File: src/sv/bdpc_pkg.sv
// Shared types, codes and reset constants for the button debounce press classifier.
package bdpc_pkg;

    // Field and port widths
    localparam int unsigned CFG_DATA_WIDTH  = 16;
    localparam int unsigned CFG_INDEX_WIDTH = 4;
    localparam int unsigned S_TDATA_WIDTH   = 8;
    localparam int unsigned M_TDATA_WIDTH   = 8;
    localparam int unsigned COUNT_WIDTH_DEF = 16;

    // Register indexes
    localparam logic [CFG_INDEX_WIDTH-1:0] REG_DEBOUNCE_TICKS   = 4'd0;
    localparam logic [CFG_INDEX_WIDTH-1:0] REG_LONG_PRESS_TICKS = 4'd1;

    // Reset values: 20 ms debounce, 1 s long press at a 1 ms tick
    localparam logic [CFG_DATA_WIDTH-1:0] DEBOUNCE_TICKS_RESET   = 16'd20;
    localparam logic [CFG_DATA_WIDTH-1:0] LONG_PRESS_TICKS_RESET = 16'd1000;

    // Press event codes
    localparam logic [1:0] EVENT_NONE  = 2'd0;
    localparam logic [1:0] EVENT_SHORT = 2'd1;
    localparam logic [1:0] EVENT_LONG  = 2'd2;

    // Mode codes as reported on the result
    localparam logic [1:0] MODE_CODE_IDLE     = 2'd0;
    localparam logic [1:0] MODE_CODE_DEBOUNCE = 2'd1;
    localparam logic [1:0] MODE_CODE_HELD     = 2'd2;

    typedef enum logic [2:0] {
        MODE_IDLE     = 3'b001,
        MODE_DEBOUNCE = 3'b010,
        MODE_HELD     = 3'b100
    } mode_t;

    typedef struct packed {
        logic [CFG_DATA_WIDTH-1:0] debounce_ticks;
        logic [CFG_DATA_WIDTH-1:0] long_press_ticks;
    } cfg_t;

    typedef struct packed {
        logic [1:0] press_event;
        logic [1:0] machine_mode;
    } result_t;

endpackage

File: src/sv/bdpc_cfg_regs.sv
// Configuration register file: decodes write beats into the two settings.
module bdpc_cfg_regs (
    input  logic                                 aclk,
    input  logic                                 aresetn,
    input  logic                                 cfg_valid,
    output logic                                 cfg_ready,
    input  logic [bdpc_pkg::CFG_INDEX_WIDTH-1:0] cfg_index,
    input  logic [bdpc_pkg::CFG_DATA_WIDTH-1:0]  cfg_data,
    output bdpc_pkg::cfg_t                       cfg
);
    import bdpc_pkg::*;

    cfg_t cfg_reg;
    cfg_t cfg_next;

    assign cfg_ready = 1'b1;
    assign cfg       = cfg_reg;

    always_comb begin
        cfg_next = cfg_reg;
        if (cfg_valid) begin
            // indexes past the list fall through untouched
            if (cfg_index == REG_DEBOUNCE_TICKS) begin
                cfg_next.debounce_ticks = cfg_data;
            end else if (cfg_index == REG_LONG_PRESS_TICKS) begin
                cfg_next.long_press_ticks = cfg_data;
            end
        end
    end

    always_ff @(posedge aclk) begin
        if (!aresetn) begin
            cfg_reg.debounce_ticks   <= DEBOUNCE_TICKS_RESET;
            cfg_reg.long_press_ticks <= LONG_PRESS_TICKS_RESET;
        end else begin
            cfg_reg <= cfg_next;
        end
    end

endmodule

File: src/sv/bdpc_fsm.sv
// Debounce and hold state machine: edge detect, counters and press classification.
module bdpc_fsm #(
    parameter int unsigned COUNT_WIDTH = bdpc_pkg::COUNT_WIDTH_DEF
) (
    input  logic              aclk,
    input  logic              aresetn,
    input  logic              advance,
    input  logic              pin_level,
    input  bdpc_pkg::cfg_t    cfg,
    output bdpc_pkg::result_t result
);
    import bdpc_pkg::*;

    localparam int unsigned CMP_WIDTH =
        (COUNT_WIDTH > CFG_DATA_WIDTH) ? COUNT_WIDTH : CFG_DATA_WIDTH;

    logic                   prev_level_reg;
    mode_t                  mode_reg;
    mode_t                  mode_next;
    logic [COUNT_WIDTH-1:0] debounce_count_reg;
    logic [COUNT_WIDTH-1:0] debounce_count_next;
    logic [COUNT_WIDTH-1:0] hold_count_reg;
    logic [COUNT_WIDTH-1:0] hold_count_next;
    logic                   fall;
    logic                   rise;
    logic                   is_long;
    logic [1:0]             press_event;

    assign fall    = prev_level_reg & ~pin_level;
    assign rise    = ~prev_level_reg & pin_level;
    assign is_long = CMP_WIDTH'(hold_count_reg) >= CMP_WIDTH'(cfg.long_press_ticks);

    always_comb begin
        mode_next           = mode_reg;
        debounce_count_next = debounce_count_reg;
        hold_count_next     = hold_count_reg;
        press_event         = EVENT_NONE;
        unique case (mode_reg)
            MODE_DEBOUNCE: begin
                if (debounce_count_reg <= COUNT_WIDTH'(1)) begin
                    debounce_count_next = '0;
                    if (!pin_level) begin
                        hold_count_next = '0;
                        mode_next       = MODE_HELD;
                    end else begin
                        mode_next = MODE_IDLE;
                    end
                end else begin
                    debounce_count_next = debounce_count_reg - COUNT_WIDTH'(1);
                end
            end
            MODE_HELD: begin
                if (rise) begin
                    press_event = is_long ? EVENT_LONG : EVENT_SHORT;
                    mode_next   = MODE_IDLE;
                end else if (hold_count_reg != '1) begin
                    hold_count_next = hold_count_reg + COUNT_WIDTH'(1);
                end
            end
            MODE_IDLE: begin
                if (fall) begin
                    debounce_count_next = COUNT_WIDTH'(cfg.debounce_ticks);
                    mode_next           = MODE_DEBOUNCE;
                end
            end
            default: begin
                mode_next = MODE_IDLE;
                if (fall) begin
                    debounce_count_next = COUNT_WIDTH'(cfg.debounce_ticks);
                    mode_next           = MODE_DEBOUNCE;
                end
            end
        endcase
    end

    always_comb begin
        result.press_event = press_event;
        unique case (mode_next)
            MODE_DEBOUNCE: result.machine_mode = MODE_CODE_DEBOUNCE;
            MODE_HELD:     result.machine_mode = MODE_CODE_HELD;
            default:       result.machine_mode = MODE_CODE_IDLE;
        endcase
    end

    always_ff @(posedge aclk) begin
        if (!aresetn) begin
            prev_level_reg     <= 1'b1;
            mode_reg           <= MODE_IDLE;
            debounce_count_reg <= '0;
            hold_count_reg     <= '0;
        end else if (advance) begin
            prev_level_reg     <= pin_level;
            mode_reg           <= mode_next;
            debounce_count_reg <= debounce_count_next;
            hold_count_reg     <= hold_count_next;
        end
    end

endmodule

File: src/sv/bdpc_out_stage.sv
// Result register between the state machine and the master-side stream.
module bdpc_out_stage (
    input  logic                               aclk,
    input  logic                               aresetn,
    input  logic                               load,
    input  bdpc_pkg::result_t                  result,
    output logic                               space,
    output logic                               m_tvalid,
    input  logic                               m_tready,
    output logic [bdpc_pkg::M_TDATA_WIDTH-1:0] m_tdata
);
    import bdpc_pkg::*;

    logic    valid_reg;
    logic    valid_next;
    result_t result_reg;

    // room when empty or when the held beat leaves this cycle
    assign space      = ~valid_reg | m_tready;
    assign valid_next = load | (valid_reg & ~m_tready);
    assign m_tvalid   = valid_reg;
    assign m_tdata    = {{(M_TDATA_WIDTH - 4){1'b0}},
                         result_reg.machine_mode, result_reg.press_event};

    always_ff @(posedge aclk) begin
        if (!aresetn) begin
            valid_reg <= 1'b0;
        end else begin
            valid_reg <= valid_next;
        end
    end

    always_ff @(posedge aclk) begin
        if (load) begin
            result_reg <= result;
        end
    end

endmodule

File: src/sv/button_debounce_press_classifier.sv
// Top level of the button debounce press classifier.
//
// One pin sample enters per beat on the slave side and exactly one result beat
// leaves per sample on the master side, in order. A sample is taken every
// cycle as long as the result register is empty or its beat is being taken in
// the same cycle, so the sustained rate is one sample per clock; the result is
// registered and appears in the cycle after the sample is accepted. The state
// machine, its edge detector and both counters update in the accepting cycle;
// the only storage on the data path is the one-beat result register, which
// sets the throughput under back-pressure. Counters are COUNT_WIDTH bits wide;
// the hold counter saturates at all ones. Configuration writes are always
// ready and should be issued only while no sample is in flight.
module button_debounce_press_classifier #(
    parameter int unsigned COUNT_WIDTH = bdpc_pkg::COUNT_WIDTH_DEF
) (
    input  logic                                 aclk,
    input  logic                                 aresetn,
    // configuration write channel
    input  logic                                 cfg_valid,
    output logic                                 cfg_ready,
    input  logic [bdpc_pkg::CFG_INDEX_WIDTH-1:0] cfg_index,
    input  logic [bdpc_pkg::CFG_DATA_WIDTH-1:0]  cfg_data,
    // sample stream
    input  logic                                 s_tvalid,
    output logic                                 s_tready,
    input  logic [bdpc_pkg::S_TDATA_WIDTH-1:0]   s_tdata,  // [0] pin_level, rest zero
    // result stream
    output logic                                 m_tvalid,
    input  logic                                 m_tready,
    output logic [bdpc_pkg::M_TDATA_WIDTH-1:0]   m_tdata   // [1:0] press_event,
                                                           // [3:2] machine_mode
);
    import bdpc_pkg::*;

    cfg_t    cfg;
    result_t result;
    logic    space;
    logic    accept;

    // a sample beat moves when the result register can take its result
    assign s_tready = space;
    assign accept   = s_tvalid & space;

    bdpc_cfg_regs u_cfg_regs (
        .aclk      (aclk),
        .aresetn   (aresetn),
        .cfg_valid (cfg_valid),
        .cfg_ready (cfg_ready),
        .cfg_index (cfg_index),
        .cfg_data  (cfg_data),
        .cfg       (cfg)
    );

    bdpc_fsm #(
        .COUNT_WIDTH (COUNT_WIDTH)
    ) u_fsm (
        .aclk      (aclk),
        .aresetn   (aresetn),
        .advance   (accept),
        .pin_level (s_tdata[0]),
        .cfg       (cfg),
        .result    (result)
    );

    bdpc_out_stage u_out_stage (
        .aclk     (aclk),
        .aresetn  (aresetn),
        .load     (accept),
        .result   (result),
        .space    (space),
        .m_tvalid (m_tvalid),
        .m_tready (m_tready),
        .m_tdata  (m_tdata)
    );

endmodule

File: config.mk
export PLATFORM = sky130hd
export DESIGN_NAME = button_debounce_press_classifier
export DESIGN_NICKNAME = d
export VERILOG_FILES = /design/src/sv/bdpc_pkg.sv /design/src/sv/bdpc_cfg_regs.sv /design/src/sv/bdpc_fsm.sv /design/src/sv/bdpc_out_stage.sv /design/src/sv/button_debounce_press_classifier.sv
export SDC_FILE = /design/constraint.sdc
export NUM_CORES = 1
export LEC_CHECK = 0
export ABC_AREA = 1
export ABC_CLOCK_PERIOD_IN_PS = 1600
export BUFFER_PORTS_ARGS = -buffer_cell sky130_fd_sc_hd__clkbuf_2
export CELL_PAD_IN_SITES_DETAIL_PLACEMENT = 1
export CELL_PAD_IN_SITES_GLOBAL_PLACEMENT = 1
export CORE_MARGIN = 2
export CORE_UTILIZATION = 38
export DETAILED_ROUTE_END_ITERATION = 10
export GPL_TIMING_DRIVEN = 0
export MAX_ROUTING_LAYER = met4
export PLACE_DENSITY = 0.82
export SETUP_SLACK_MARGIN = 0.1
export SYNTH_ARGS = -nofsm -noshare
export SYNTH_HDL_FRONTEND = slang
export SYNTH_SLANG_ARGS = --single-unit
File: constraint.sdc
create_clock -name aclk -period 1.6 [get_ports aclk]
set_input_delay 0.16 -clock aclk [delete_from_list [all_inputs] [get_ports aclk]]
set_output_delay 0.16 -clock aclk [all_outputs]
set_load 0.02 [all_outputs]
### Yosys cells after proc, flatten, opt, wreduce, memory -nomap -nowiden

Index checks and enable logic that the tools add are counted.

| word-level totals | value |
|---|---|
| output and inout bits | 11 |
| flip-flop bits (word level) | 73 |
| word-level logic and storage cells | 60 |
| bits of input ports | 33 |

| operators by class | value |
|---|---|
| reduce and logical (&&, ||, !) cells | 8 |
| magnitude comparators | 2 |
| add/sub/neg operators | 2 |
| bitwise operators | 12 |
| mux-type cells | 16 |
| equal/unequal tests | 11 |

Operators with widths:

| cell | count |
|---|---|
| 16-bit 2-to-1 mux | 6 |
| 16-bit case mux with 2 select lines | 2 |
| 16-bit by 1-bit adder with 16-bit output (second input constant) | 1 |
| 16-bit greater-or-equal comparator | 1 |
| 16-bit by 1-bit <= comparator with 1-bit output (second input constant) | 1 |
| 16-bit inequality test (second input constant) | 1 |
| 16-bit by 1-bit subtractor with 16-bit output (second input constant) | 1 |
| 3-bit 2-to-1 mux | 4 |
| 3-bit case mux with 3 select lines | 1 |
| 3-bit by 2-bit == test with 1-bit output (second input constant) | 2 |
| 3-bit == test (second input constant) | 2 |
| 1-bit inverter | 6 |
| 3-bit AND reduction | 2 |
| 6-bit AND reduction | 1 |
| 1-bit bitwise AND | 4 |
| 4-bit by 1-bit == test with 1-bit output (second input constant) | 1 |
| 4-bit zero test | 1 |
| 2-bit 2-to-1 mux | 2 |
| 2-bit by 1-bit inequality test with 1-bit output (second input constant) | 2 |
| 2-bit inequality test (second input constant) | 2 |
| 2-bit case mux with 2 select lines | 1 |
| 2-bit AND reduction | 2 |
| 2-bit nonzero test | 2 |
| 3-bit by 1-bit == test with 1-bit output (second input constant) | 1 |
| 1-bit OR | 2 |

### Logic depth before layout (Yosys ltp)

Gate-level depths: netlist of run 1.

| depth | value |
|---|---|
| depth after elaboration | 6 |
| gate-level depth with buffers | 12 |
| gate-level depth less buffers | 11 |

### By module

A second synthesis of run 1 with hierarchy kept.

| unflattened totals | value |
|---|---|
| cell total of the unflattened synthesis | 714 |
| area total of the unflattened synthesis | 4,628.2 um^2 |

By module, submodules not included:

| module | cells an instance | seq. area each (um^2) | times used | area each (um^2) |
|---|---|---|---|---|
| bdpc_fsm | 459 | 720.7 | 1 | 2,822.7 |
| bdpc_cfg_regs | 238 | 640.6 | 1 | 1,597.8 |
| bdpc_out_stage | 15 | 140.1 | 1 | 200.2 |
| button_debounce_press_classifier | 2 | 0.0 | 1 | 7.5 |

### Worst setup path before layout of run 1

No wires, ideal clock.

| timing | value |
|---|---|
| kind | register to register |
| from | register u_out_stage.valid_reg, in the netlist u_out_stage.m_tvalid |
| to | register u_fsm.hold_count_reg[13] |
| required time | 1,468 ps |
| clock period less this slack | 1,685 ps |
| setup time | 132 ps |
| data arrival time | 1,553 ps |
| stages on the path, launching flop included | 10 |
| path buffers | 1 |
| setup slack | -85 ps |
| cell sequence | dfxtp_1 -> nand2_1 -> nand2_1 -> inv_2 -> nand2_2 -> nor2_8 -> nand3_2 -> buf_6 -> nand2_1 -> a21oi_1 |

| between the ends | value |
|---|---|
| cells in the longest elaborated chain, start to end | 4 |

RTL lines:

| element | line | source |
|---|---|---|
| start: declaration | bdpc_out_stage.sv:14 | `logic valid_reg;` |
| start signal: assignment | bdpc_out_stage.sv:29 | `valid_reg <= valid_next;` |
| 1-bit inverter | bdpc_out_stage.sv:19 | `assign space = ~valid_reg \| m_tready;` |
| 1-bit OR | bdpc_out_stage.sv:19 |  |
| via s_tready | button_debounce_press_classifier.sv:25 | `output logic s_tready,` |
| 1-bit bitwise AND | button_debounce_press_classifier.sv:42 | `assign accept = s_tvalid & space;` |
| via accept | button_debounce_press_classifier.sv:38 | `logic accept;` |
| 6-bit AND reduction (no line) | -- |  |
| end signal: assignment | bdpc_fsm.sv:95 | `hold_count_reg <= hold_count_next;` |
| end: declaration | bdpc_fsm.sv:22 | `logic [COUNT_WIDTH-1:0] hold_count_reg;` |

The timed path passes the listed nets, and every way through them passes these cells.
A chain may end at the register's enable or synchronous reset.

### Worst setup path after layout of run 1

| timing | value |
|---|---|
| from | register u_fsm.debounce_count_reg[5] |
| to | register u_fsm.mode_reg[1] |

| between the ends | value |
|---|---|
| cells in the longest elaborated chain, start to end | 3 |

RTL lines:

| element | line | source |
|---|---|---|
| start: declaration | bdpc_fsm.sv:20 | `logic [COUNT_WIDTH-1:0] debounce_count_reg;` |
| start signal: assignment | bdpc_fsm.sv:94 | `debounce_count_reg <= debounce_count_next;` |
| 16-bit by 1-bit <= comparator with 1-bit output | bdpc_fsm.sv:40 | `if (debounce_count_reg <= COUNT_WIDTH'(1)) begin` |
| 3-bit 2-to-1 mux | bdpc_fsm.sv:40 |  |
| 3-bit case mux with 3 select lines | bdpc_fsm.sv:38 | `unique case (mode_reg)` |
| end signal: assignment | bdpc_fsm.sv:93 | `mode_reg <= mode_next;` |
| end: declaration | bdpc_fsm.sv:18 | `mode_t mode_reg;` |

No other way between the ends.

==> summary.txt, run 1 <==
Timing
  – Pins over their slew limit: 0
  – Worst Tran Pin Value: ~0.74 ns
  – TNS Setup: -0.414 ns
  – Setup-failing EPs final: 10
  – Fin Clk Skew: between 0.02 and 0.025 ns
  – RSZ-0062 raised after global routing: yes
  – Final Hold Viols: 0
  – Tcrit/Tclk final: 107%
  – Slew HR: between 50% and 60%
  – Worst Setup Slack, final: -0.113 ns
  – Tmin final: between 1.5 and 2 ns
  – Max frequency: roughly 580 MHz

Routing
  – Drc violations: 0
  – Via count: between 4000 and 5000
  – Via/cell ratio: between 5 and 6
  – TritonRoute pass-1 iters: 4
  – Routed wire length: 13800 um
  – First DRT Iteration DRCs: between 100 and 150
  – Wire per inst: around 17 um
  – Detail Route Antenna Nets: 0

Power
  – Internal power: 2920 uW
  – VDD IR max: between 0.0004 and 0.0005 V
  – Switching power: around 1300 uW
  – Leak Pwr: 0.00220 uW
  – Pwr per Cell Area: a little over 800 nW/um^2
  – Clock power share: 36.2%
  – Switching share of power: 31.2%
  – Register share of total power: a little under half
  – Combinational fraction of design power: between 10% and 20%

Critical path
  – Setup Crit Path Kind: register to register
  – Worst path max stage delay: roughly 0.37 ns
  – Required @ worst endpoint: 1.86 ns
  – Reg2reg setup slack: -0.11 ns
  – Critical path endpoint category: register
  – Data arrival, critical path: a little under 2 ns
  – Critical-path top delay cell: dfxtp_4
  – Crit path launch type: register
  – Crit Path Max Fanout: 10
  – Crit-path cells: nor2_4, nand3_2, nor2_2, nand2_2, nand2_4, buf_4, o21ai_1, o21ai_0, inv_1

CTS
  – Skew-Pair Late Insertion Delay: between 0.3 and 0.4 ns
  – Cts hold-fix bufs: 0
  – TritonCTS clock tree: yes
  – CTS Root Cell: clkbuf_8
  – H-tree levels: 3
  – CTS Buf Count: 9
  – Bufs on Longest Clock Path: 2
  – CTS sink cnt: 73
  – Clock Pin Slew Worst Setup and Hold Paths: 0.10 ns

Yosys
  – Synth cell types: 35
  – Post-Syn Area: a little over 4000 sq um
  – Seq/Total Area, Yosys: 37.1%
  – YS warnings: 0
  – Post-synth EDFFs: 4
  – Post-synth ARST share: 0%
  – Yosys reg bits: 73
  – Ys flop type: dfxtp_1
  – Post-Syn Area per Cell: 6.93 sq um
  – Syn Inst Count: about 580

Global route
  – Met1 usage: ~26%
  – First-pass GRT wire length: about 21000 um
  – GRT Residual Overflow: 0
  – Vias in the first global route: roughly 4300
  – Met3 usage: under 10%
  – Global routing's busiest layer: met2
  – Grt met2 use: 43.2%
  – Total GRT Usage: 23.7%
  – Largest net degree at the start of global routing: 15
  – Initial antenna violation count: 0

Layout
  – Max reg flops: 32
  – ANT cells: 0
  – Area Growth Syn to Fin: 29.8%
  – Most common cell after layout, fill and taps aside: nand2_1
  – Final core occ: between 50% and 60%
  – Layout cells sized above 1: 30.6%
  – Fin nets: around 700
  – Commonest non-fill, non-tap cells in the layout: 97 x nand2_1, 77 x nor2_1, 56 x a21oi_1, 47 x o21ai_0, 42 x inv_1

Run
  – # Max-Cap Violations: 0

Status
  – Failing checks: negative setup slack
  – Status: complete, but fails checks

Floorplanning
  – Initial Util: 39.2%
  – Rows: 37
  – Die Area: between 10000 and 15000 sq um
  – IO Count: between 40 and 50
  – Core box area: just over 10000 sq um
  – Die height: approximately 110 um
  – Die X: 107 um

Placement
  – Port Buffers: 30
  – Gpl congestion: about 0.84
  – HPWL Detailed: 9260 um

Hold path
  – Hold WC Path Type: primary input to register
routing by layer:
layer,share of wire [%],wire (um)
met1,40,5580
met2,54,7490
met3,3.1,427
met4,2.1,289
met5,0,0
worst max-delay path, delay by kind of cell, from the launching register on:
kind	cells	cell delay, ns
and+or+nand+nor	5	0.60
DFF	1	0.37
AOI/OAI and AO/OA	2	0.35
buffers and inverters	2	0.28
per-stage QoR:
step / area (sq um) / setup WS [ns] / hold slack [ns] / power, uW / instances
after global placement: 4430 / -0.136 / 0.400 / 2560 / 753
after CTS: 4880 / -0.0910 / 0.0334 / 4160 / 783
after detailed placement: 4430 / -0.233 / 0.416 / 2590 / 753
final: 5260 / -0.113 / 0.0453 / 4240 / 793
after global routing: 5260 / -0.157 / 0.0596 / 4410 / 793
after floorplan: 4110 / 0.113 / 0.286 / 2410 / 587
power by group through the flow:
stage               sequential (uW)  clock, uW  combinational (uW)
CTS                            1950       1550                 665
global route                   1970       1620                 826
detailed placement             1990          0                 601
floorplan                      1990          0                 421
global placement               1990          0                 578
finish                         1960       1530                 748
worst paths after layout:
| path | depth (start not counted) | end | startpoint |
|---|---|---|---|
| setup reg to reg | 9 | u_fsm.mode_reg[1]$_SDFFE_PN0P_ | u_fsm.debounce_count_reg[5]$_SDFFE_PN0P_ |
| hold / removal | 3 | u_cfg_regs.cfg[28]$_SDFFE_PN0P_ | cfg_data[12] |
| hold reg to reg | 2 | u_cfg_regs.cfg[27]$_SDFFE_PN0P_ | u_cfg_regs.cfg[27]$_SDFFE_PN0P_ |
| setup / recovery | 9 | u_fsm.mode_reg[1]$_SDFFE_PN0P_ | u_fsm.debounce_count_reg[5]$_SDFFE_PN0P_ |
final cells by class:
type,count,area [sq um]
Buffer,24,153
Clock buffer,9,124
Clock inverter,7,75.1
Fill cell,1310,5070
Inverter,57,225
Multi-Input combinational cell,432,2600
Sequential cell,73,1560
Tap cell,136,170
Timing Repair Buffer,55,354
logic make-up after synthesis:
kind of cell | Yosys count | synth area share (%)
AND/OR/NAND/NOR | 258 | 27.7
flip-flops | 73 | 37.1
other | 2 | 0.185
XOR/XNOR | 18 | 3.89
buffers and inverters | 82 | 8.53
adder cells (fa/ha/maj) | 19 | 5.87
AO/OA/AOI/OAI | 132 | 16.8
what timing repair did:
item                                    4_1_cts  5_1_grt
endpoints found under the setup margin       38       49
cloned                                        1        0
gates resized for setup                      51       82
pin swaps                                    10       20
setup buffers                                13       11
endpoints found under the hold margin         0        0
cell usage after synthesis, types with 2 or more instances:
master    instances  area [sq um]
inv_1            51           191
nand2_2           4          25.0
o21bai_1          2          15.0
buf_2             3          15.0
nand3_4           2          35.0
nor3_1            3          15.0
buf_4             5          37.5
nand2_1         111           417
xor2_1           13           114
nor2_1           92           345
o21a_1            2          15.0
nand3_1          26           130
edfxtp_1          4           120
conb_1            2          7.51
inv_2             5          18.8
o21ai_0          53           265
nand3_2           2          20.0
ha_1             19           238
a21oi_1          70           350
dfxtp_1          69          1380
buf_6             2          22.5
o21ai_1           2          10.0
nand4_1          12          75.1
clkbuf_1         14          52.6
o211ai_1          2          15.0
xnor2_1           5          43.8
Power figures use the tool's default switching activity.
==> inputs of run 2 (changes only) <==
SYNTH_HIERARCHICAL = 1   (was unset)
==> run 2 against run 1 <==
Against the previous run: the flow still finishes with violations (negative setup slack); power grew 31%; via count is 25% higher; sequential power barely moved; global-route usage increased by 2.6 points; wire length rose by 36%; worst setup slack worse by 0.17 ns; final cell count up 19%; combinational power up 63%; synthesized cell count grew 22%; highest routed layer unchanged.
==> summary.txt, run 2 <==
CTS
  – Clock Pin Slew Worst Setup and Hold Paths: 0.07 ns (-0.03 ns)
  – CTS sink cnt: 73 (unchanged)
  – H-tree levels: 3 (unchanged)
  – Cts hold-fix bufs: 0 (unchanged)
  – Bufs on Longest Clock Path: 2 (unchanged)
  – Skew-Pair Late Insertion Delay: 0.36 ns (about the same)
  – TritonCTS clock tree: yes
  – CTS Buf Count: 9 (unchanged)
  – CTS Root Cell: clkbuf_16

Yosys
  – YS warnings: 6 (+6)
  – Seq/Total Area, Yosys: 32.4% (-4.6 points)
  – Synth Area in Simple Gates: 35.7% (+8.1 points)
  – Most common library cells after synthesis: 167 x nand2_1, 118 x inv_1, 88 x nor2_1
  – Syn Inst Count: 714 (+22%)
  – Largest area contributor in the netlist: dfxtp_1
  – Yosys reg bits: 73 (unchanged)
  – Synth Area in Compound Gates: 10.7% (-6.1 points)
  – Post-Synth Adder-Cell Area: 5.14% (-0.73 points)
  – Post-synth ARST share: 0% (unchanged)
  – Synth top area cells: dfxtp_1 30%, nand2_1 14%, inv_1 9.6%
  – Ys flop type: dfxtp_1
  – Synth cell types: 40 (+14%)
  – Mux cell area share after synthesis: 0% (unchanged)
  – Post-Syn Area per Cell: 6.48 sq um (-6.5%)
  – Largest family of logic cells by synthesized area: simple AND/OR/NAND/NOR gates
  – Most numerous cell in the Yosys netlist: nand2_1
  – XOR/XNOR Fraction of Synth Area: 1.89% (-2.0 points)
  – Post-synth EDFFs: 4 (unchanged)
  – Synth top area share: 29.8% (-4.3 points)
  – Post-Syn Area: 4630 sq um (+14%)

Routing
  – Met2 WL: 9590 um (+28%)
  – TritonRoute pass-1 iters: 5 (+1)
  – Wire per inst: 19.8 um (+14%)
  – Via count: 5174 (+25%)
  – DRT met1 WL: 7360 um (+32%)
  – Max layer used: met4
  – Detail Route Antenna Nets: 0 (unchanged)
  – WL met3: 945 um (+120%)
  – Drc violations: 0 (unchanged)
  – First DRT Iteration DRCs: 422 (+220%)
  – Via/cell ratio: 5.48 (+4.9%)
  – Routed wire length: 18700 um (+36%)

Placement
  – HPWL Detailed: 10100 um (+9.5%)
  – Post-DP Area: 5020 sq um (+13%)
  – Port Buffers: 29 (-3.3%)
  – Gpl congestion: 0.909 (+8.4%)

Layout
  – Layout cells sized above 1: 32.5% (+1.9 points)
  – Commonest non-fill, non-tap cells in the layout: 141 x nand2_1, 109 x inv_1, 78 x nor2_1, 41 x dfxtp_1, 40 x nand4_1
  – Non-Filler Cell Area, Final: 6480 sq um (+23%)
  – Area Growth Syn to Fin: 40.0%
  – Fin nets: 844 (+20%)
  – Final core occ: 54.2% (+3.2 points)
  – Fillers: 1502 (+15%)
  – Most common cell after layout, fill and taps aside: nand2_1
  – ANT cells: 0 (unchanged)
  – Max reg flops: 32 (unchanged)

Global route
  – Vias in the first global route: 5269 (+21%)
  – Total GRT Usage: 26.3% (+2.6 points)
  – Largest net degree at the start of global routing: 16 (+1)
  – Initial antenna violation count: 0 (unchanged)
  – First-pass GRT wire length: 25800 um (+24%)
  – GRT Residual Overflow: 0 (unchanged)

Timing
  – Slew HR: 60.0% (+9.3 points)
  – RSZ-0062 raised after global routing: yes
  – Max frequency: 531 MHz (-9.1%)
  – Worst Tran Pin Value: 0.600 ns (-0.140 ns)
  – Final Hold Viols: 0 (unchanged)
  – Fin Clk Skew: 0.0155 ns (-0.00454 ns)
  – Worst Setup Slack, final: -0.284 ns (-0.171 ns)
  – Tmin final: 1.88 ns (+0.171 ns)
  – Setup-failing EPs final: 38 (+28)
  – Tcrit/Tclk final: 118% (+11 points)
  – Pins over their slew limit: 0 (unchanged)

Floorplanning
  – IO Count: 44 (unchanged)
  – Die height: 114 um (+6.7%)
  – Core box area: 12000 sq um (+16%)
  – Die Area: 13100 sq um (+14%)
  – Die X: 114 um (+6.7%)
  – Rows: 40 (+8.1%)
  – Initial Util: 38.7% (-0.53 points)

Power
  – Combinational fraction of design power: 21.9% (+4.3 points)
  – Leak Pwr: 0.00282 uW (+28%)
  – Switching power: 1740 uW (+32%)
  – Clock power share: 42.4% (+6.2 points)
  – VDD IR max: 0.000849 V (+97%)
  – Register share of total power: 35.7% (-10 points)
  – Switching share of power: 31.3% (+0.15 points)
  – Internal power: 3810 uW (+31%)
  – Pwr per Cell Area: 857 nW/um^2 (+6.3%)

Critical path
  – Crit path launch type: register
  – Reg-to-reg endpoint: u_fsm/hold_count_reg[0]$_SDFFE_PN0P_
  – Reg2reg setup slack: -0.28 ns (-0.17 ns)
  – Crit-path cells: inv_4, ha_4, inv_2, nand2_1, nand2_1, nor2_1, nand2_2, buf_6, nand2_8, nand2_4, nor2_4, nand2_2, nand2_2, nor2_4
  – Worst Setup SP: u_fsm/debounce_count_reg[1]$_SDFFE_PN0P_
  – Reg2Reg Launch Point: u_fsm/debounce_count_reg[1]$_SDFFE_PN0P_
  – Setup Crit Path Kind: register to register
  – R2R cell count: 14 (+5)
  – CP dominant cell by count: nand2_2
  – Crit Path Max Fanout: 5 (-5)
  – Critical path endpoint: u_fsm/hold_count_reg[0]$_SDFFE_PN0P_
  – Data arrival, critical path: 2.14 ns (+0.17 ns)
  – Worst path max stage delay: 0.37 ns (about the same)
  – Required @ worst endpoint: 1.85 ns (about the same)
  – Critical path endpoint category: register
  – Critical-path top delay cell: dfxtp_4

Status
  – Status: complete, but fails checks
  – Failing checks: negative setup slack

Run
  – # Max-Cap Violations: 0 (unchanged)

Hold path
  – Hold WC Path Type: primary input to register
-- run 2: layer usage --
metal / vias up / global-route usage (%)
li1: 2418 / -
met1: 2489 / 29.5
met2: 192 / 45.5
met3: 75 / 4.45
met4: 0 / 12.5
met5: - / -
-- run 2: metrics by stage --
| stage | hold slack, ns | std cells | TNS [ns] | setup WS (ns) | total power [uW] |
|---|---|---|---|---|---|
| 2_1_floorplan | 0.281 | 717 | 0 | 0.103 | 2560 |
| 3_3_place_gp | 0.443 | 893 | -4.13 | -0.197 | 2730 |
| 3_5_place_dp | 0.442 | 893 | -5.66 | -0.247 | 2770 |
| 4_1_cts | 0.106 | 940 | -1.13 | -0.0976 | 5240 |
| 5_1_grt | 0.110 | 944 | -9.50 | -0.373 | 5780 |
| 6_report | 0.0924 | 944 | -6.27 | -0.284 | 5550 |
-- run 2: kinds of logic (layout without fill, tap and decap cells) --
kind of cell | count (synthesis) | in the layout
DFF | 73 | 73
adders and majority gates | 19 | 19
other | 2 | 5
and+or+nand+nor | 364 | 364
buffers and inverters | 153 | 233
xor gates and xnor gates | 10 | 10
AOI/OAI and AO/OA | 93 | 93
-- run 2: repair_timing --
item / CTS / global route
gates resized for setup: 113 / 94
pin swaps: 27 / 29
setup buffers: 28 / 4
gates cloned: 3 / 1
setup endpoints to repair: 37 / 39
-- run 2: worst min path at each step --
stage,start,end,slack (ns),cells after the start
floorplan,aresetn,u_cfg_regs/cfg[25]$_SDFFE_PN0P_,0.28,2
global placement,s_tdata[0],u_fsm/prev_level_reg$_SDFFE_PN1P_,0.44,3
detailed placement,u_cfg_regs/cfg[5]$_SDFFE_PN1P_,u_cfg_regs/cfg[5]$_SDFFE_PN1P_,0.44,2
CTS,cfg_data[2],u_cfg_regs/cfg[18]$_SDFFE_PN1P_,0.11,3
global route,cfg_data[2],u_cfg_regs/cfg[18]$_SDFFE_PN1P_,0.11,3
finish,m_tready,u_out_stage/m_tvalid$_SDFF_PN0_,0.09,4
-- run 2: area by class of cell --
cell class | instances | area (sq um) | share of cell area (%)
multi-input cells | 491 | 3120 | 48.1
well taps | 147 | 184 | 2.84
plain buffers | 30 | 238 | 3.67
flip-flops and latches | 73 | 1560 | 24.1
repair buffers | 64 | 553 | 8.54
inverters | 123 | 484 | 7.48
clock inverters | 5 | 86.3 | 1.33
clock buffers | 11 | 254 | 3.92
-- run 2: worst max-delay path: cells and delay by family, from the launching register on --
| kind | cells | cell delay, ns |
|---|---|---|
| adder cells (fa/ha/maj) | 1 | 0.15 |
| buffers and inverters | 3 | 0.27 |
| flip-flops | 1 | 0.37 |
| AND/OR/NAND/NOR | 10 | 0.98 |
-- run 2: power groups by stage --
stage | combinational [uW] | sequential (uW) | clock [uW]
final | 1220 | 1980 | 2350
after global routing | 1300 | 1990 | 2490
after detailed placement | 760 | 2010 | 0
after CTS | 946 | 1960 | 2330
after global placement | 726 | 2010 | 0
after floorplan | 549 | 2010 | 0
==> inputs of run 3 (changes only) <==
ABC_CLOCK_PERIOD_IN_PS = 1800   (was 1600)
CORE_UTILIZATION = 42   (was 38)
PLACE_DENSITY = 0.86   (was 0.82)
clock period = 1.8 ns   (was 1.6 ns; I/O delays follow)
==> run 3 against run 2 <==
Against the previous run: the run now ends clean; register-to-register slack better by 0.30 ns; wire length decreased by 16%; clock power decreased by 40%; critical path type unchanged; largest cell class unchanged; largest power group is now sequential cells.
==> summary.txt, run 3 (synthesis gave the netlist of run 2 again) <==
Status
  – Status: finished clean

Timing
  – Final hold slack: 0.0841 ns (-0.00830 ns)
  – Slew HR: 52.8% (-7.2 points)
  – Setup-failing EPs final: 0 (-100%)
  – Worst Tran Pin Value: 0.708 ns (+0.108 ns)
  – RSZ-0062 raised after global routing: yes
  – Max frequency: 561 MHz (+5.7%)
  – Worst Setup Slack, final: 0.0172 ns (+0.301 ns)
  – Pins over their slew limit: 0 (unchanged)
  – Final Hold Viols: 0 (unchanged)
  – Tmin final: 1.78 ns (-0.101 ns)
  – Fin Clk Skew: 0.0165 ns (+0.00105 ns)
  – Tcrit/Tclk final: 99.0% (-19 points)

Critical path
  – Data arrival, critical path: 2.07 ns (-0.07 ns)
  – CP dominant cell by count: nand2_2
  – Reg2Reg Launch Point: u_fsm/debounce_count_reg[1]$_SDFFE_PN0P_
  – Crit-path cells: inv_2, ha_1, inv_1, nand2_2, nand2_2, nor2_2, nand2_2, a21oi_4, nand2_4, buf_6, nand2_1, nand2_1, nor2_1
  – Crit path launch type: register
  – Reg-to-reg endpoint: u_fsm/hold_count_reg[1]$_SDFFE_PN0P_
  – Critical path endpoint category: register
  – Worst path max stage delay: 0.33 ns (-0.04 ns)
  – Setup Crit Path Kind: register to register
  – Reg2reg setup slack: 0.02 ns (+0.30 ns)
  – R2R cell count: 13 (-1)
  – Crit Path Max Fanout: 4 (-1)
  – Required @ worst endpoint: 2.09 ns (+0.24 ns)
  – Critical-path top delay cell: dfxtp_2

Global route
  – Total GRT Usage: 25.5% (-0.81 points)
  – Initial antenna violation count: 0 (unchanged)
  – GRT Residual Overflow: 0 (unchanged)
  – Vias in the first global route: 4899 (-7.0%)
  – First-pass GRT wire length: 23100 um (-11%)
  – Largest net degree at the start of global routing: 16 (unchanged)

Floorplanning
  – Die Area: 11900 sq um (-9.2%)
  – Initial Util: 42.9% (+4.2 points)
  – Rows: 38 (-5.0%)
  – Die X: 109 um (-4.7%)
  – Core box area: 10800 sq um (-9.8%)
  – Die height: 109 um (-4.7%)
  – IO Count: 44 (unchanged)

Placement
  – Post-DP Area: 4960 sq um (-1.2%)
  – HPWL Detailed: 10100 um (about the same)
  – Port Buffers: 29 (unchanged)
  – Worst slack, placed: -0.362 ns (-0.115 ns)
  – Gpl congestion: 0.937 (+3.1%)

Routing
  – Via count: 4935 (-4.6%)
  – Routed wire length: 15700 um (-16%)
  – Wire per inst: 17.1 um (-14%)
  – Detail Route Antenna Nets: 0 (unchanged)
  – Via/cell ratio: 5.36 (-2.1%)
  – TritonRoute pass-1 iters: 4 (-1)
  – First DRT Iteration DRCs: 251 (-41%)
  – Drc violations: 0 (unchanged)

Hold path
  – Hold WC Path Type: primary input to register
  – Hold path cells: 4 (unchanged)
  – Hold path start: m_tready
  – Hold Path End: u_out_stage/m_tvalid$_SDFF_PN0_

Power
  – VDD IR max: 0.000326 V (-62%)
  – Final Total Pwr: 4000 uW (-28%)
  – Leak Pwr: 0.00254 uW (-10%)
  – Pwr per Cell Area: 706 nW/um^2 (-18%)

Layout
  – Max reg flops: 32 (unchanged)
  – Most common cell after layout, fill and taps aside: nand2_1
  – Fin nets: 827 (-2.0%)
  – ANT cells: 0 (unchanged)
  – Layout cells sized above 1: 24.0% (-8.5 points)
  – Non-Filler Cell Area, Final: 5660 sq um (-13%)
  – Commonest non-fill, non-tap cells in the layout: 149 x nand2_1, 114 x inv_1, 79 x nor2_1, 48 x dfxtp_1, 42 x a21oi_1
  – Area Growth Syn to Fin: 22.2%

CTS
  – CTS Buf Count: 9 (unchanged)
  – CTS Root Cell: clkbuf_8
  – Cts hold-fix bufs: 0 (unchanged)
  – Bufs on Longest Clock Path: 2 (unchanged)
  – Skew-Pair Late Insertion Delay: 0.36 ns (about the same)
  – H-tree levels: 3 (unchanged)
  – Clock Pin Slew Worst Setup and Hold Paths: 0.09 ns (+0.02 ns)
  – TritonCTS clock tree: yes
  – CTS sink cnt: 73 (unchanged)

Run
  – # Max-Cap Violations: 0 (unchanged)
-- run 3: per-stage QoR --
step                      util (%)  instances  setup TNS, ns
after floorplan                  -        717              0
after global placement        46.0        886          -4.31
after detailed placement      46.0        886          -6.33
after CTS                     49.6        912              0
after global routing          52.4        920         -0.932
final                         52.4        920              0
-- run 3: how the worst max path moves through the flow --
| stage | depth (start not counted) | slack (ns) | start | end |
|---|---|---|---|---|
| final | 13 | 0.02 | u_fsm/debounce_count_reg[1]$_SDFFE_PN0P_ | u_fsm/hold_count_reg[1]$_SDFFE_PN0P_ |
| after global routing | 13 | -0.12 | u_fsm/debounce_count_reg[1]$_SDFFE_PN0P_ | u_fsm/hold_count_reg[1]$_SDFFE_PN0P_ |
| after CTS | 8 | 0.1 | u_fsm/mode_reg[1]$_SDFFE_PN0P_ | u_fsm/debounce_count_reg[10]$_SDFFE_PN0P_ |
| after detailed placement | 13 | -0.36 | u_fsm/debounce_count_reg[0]$_SDFFE_PN0P_ | u_fsm/hold_count_reg[1]$_SDFFE_PN0P_ |
| after global placement | 12 | -0.29 | u_fsm/debounce_count_reg[0]$_SDFFE_PN0P_ | u_fsm/hold_count_reg[15]$_SDFFE_PN0P_ |
| after floorplan | 8 | 0.12 | u_out_stage/m_tvalid$_SDFF_PN0_ | u_fsm/hold_count_reg[10]$_SDFFE_PN0P_ |
-- run 3: final cells by class --
class	count	area, sq um
fill	1447	5140
multi-input combinational	491	2750
sequential	73	1540
inverter	123	470
timing repair buffer	47	305
buffer	30	208
tap	140	175
clock buffer	10	149
clock inverter	6	65.1
-- run 3: what timing repair did --
| action | in CTS | in global routing |
|---|---|---|
| setup buffers | 10 | 6 |
| pin swaps | 10 | 14 |
| gates resized for setup | 36 | 77 |
| setup endpoints to repair | 35 | 37 |
| gates cloned | 0 | 2 |
-- run 3: critical path, delay by kind of cell (launching register included) --
| family | cells | cell delay (ns) |
|---|---|---|
| AOI/OAI and AO/OA | 1 | 0.25 |
| DFF | 1 | 0.33 |
| buffers and inverters | 3 | 0.28 |
| adders and majority gates | 1 | 0.15 |
| and+or+nand+nor | 8 | 0.70 |
-- run 3: report_power, final --
group | internal, uW | switching [uW] | leakage [uW]
sequential | 1690 | 66.3 | 0.000612
clock | 722 | 696 | 0.0000957
combinational | 296 | 526 | 0.00183
-- run 3: routing by layer --
metal | up-vias | routed length (um) | GRT usage (%) | share of wire [%]
li1 | 2381 | - | - | -
met1 | 2334 | 6400 | 30.3 | 41
met2 | 163 | 7940 | 43.4 | 51
met3 | 57 | 795 | 4.00 | 5.1
met4 | 0 | 567 | 9.34 | 3.6
met5 | - | 0 | - | 0
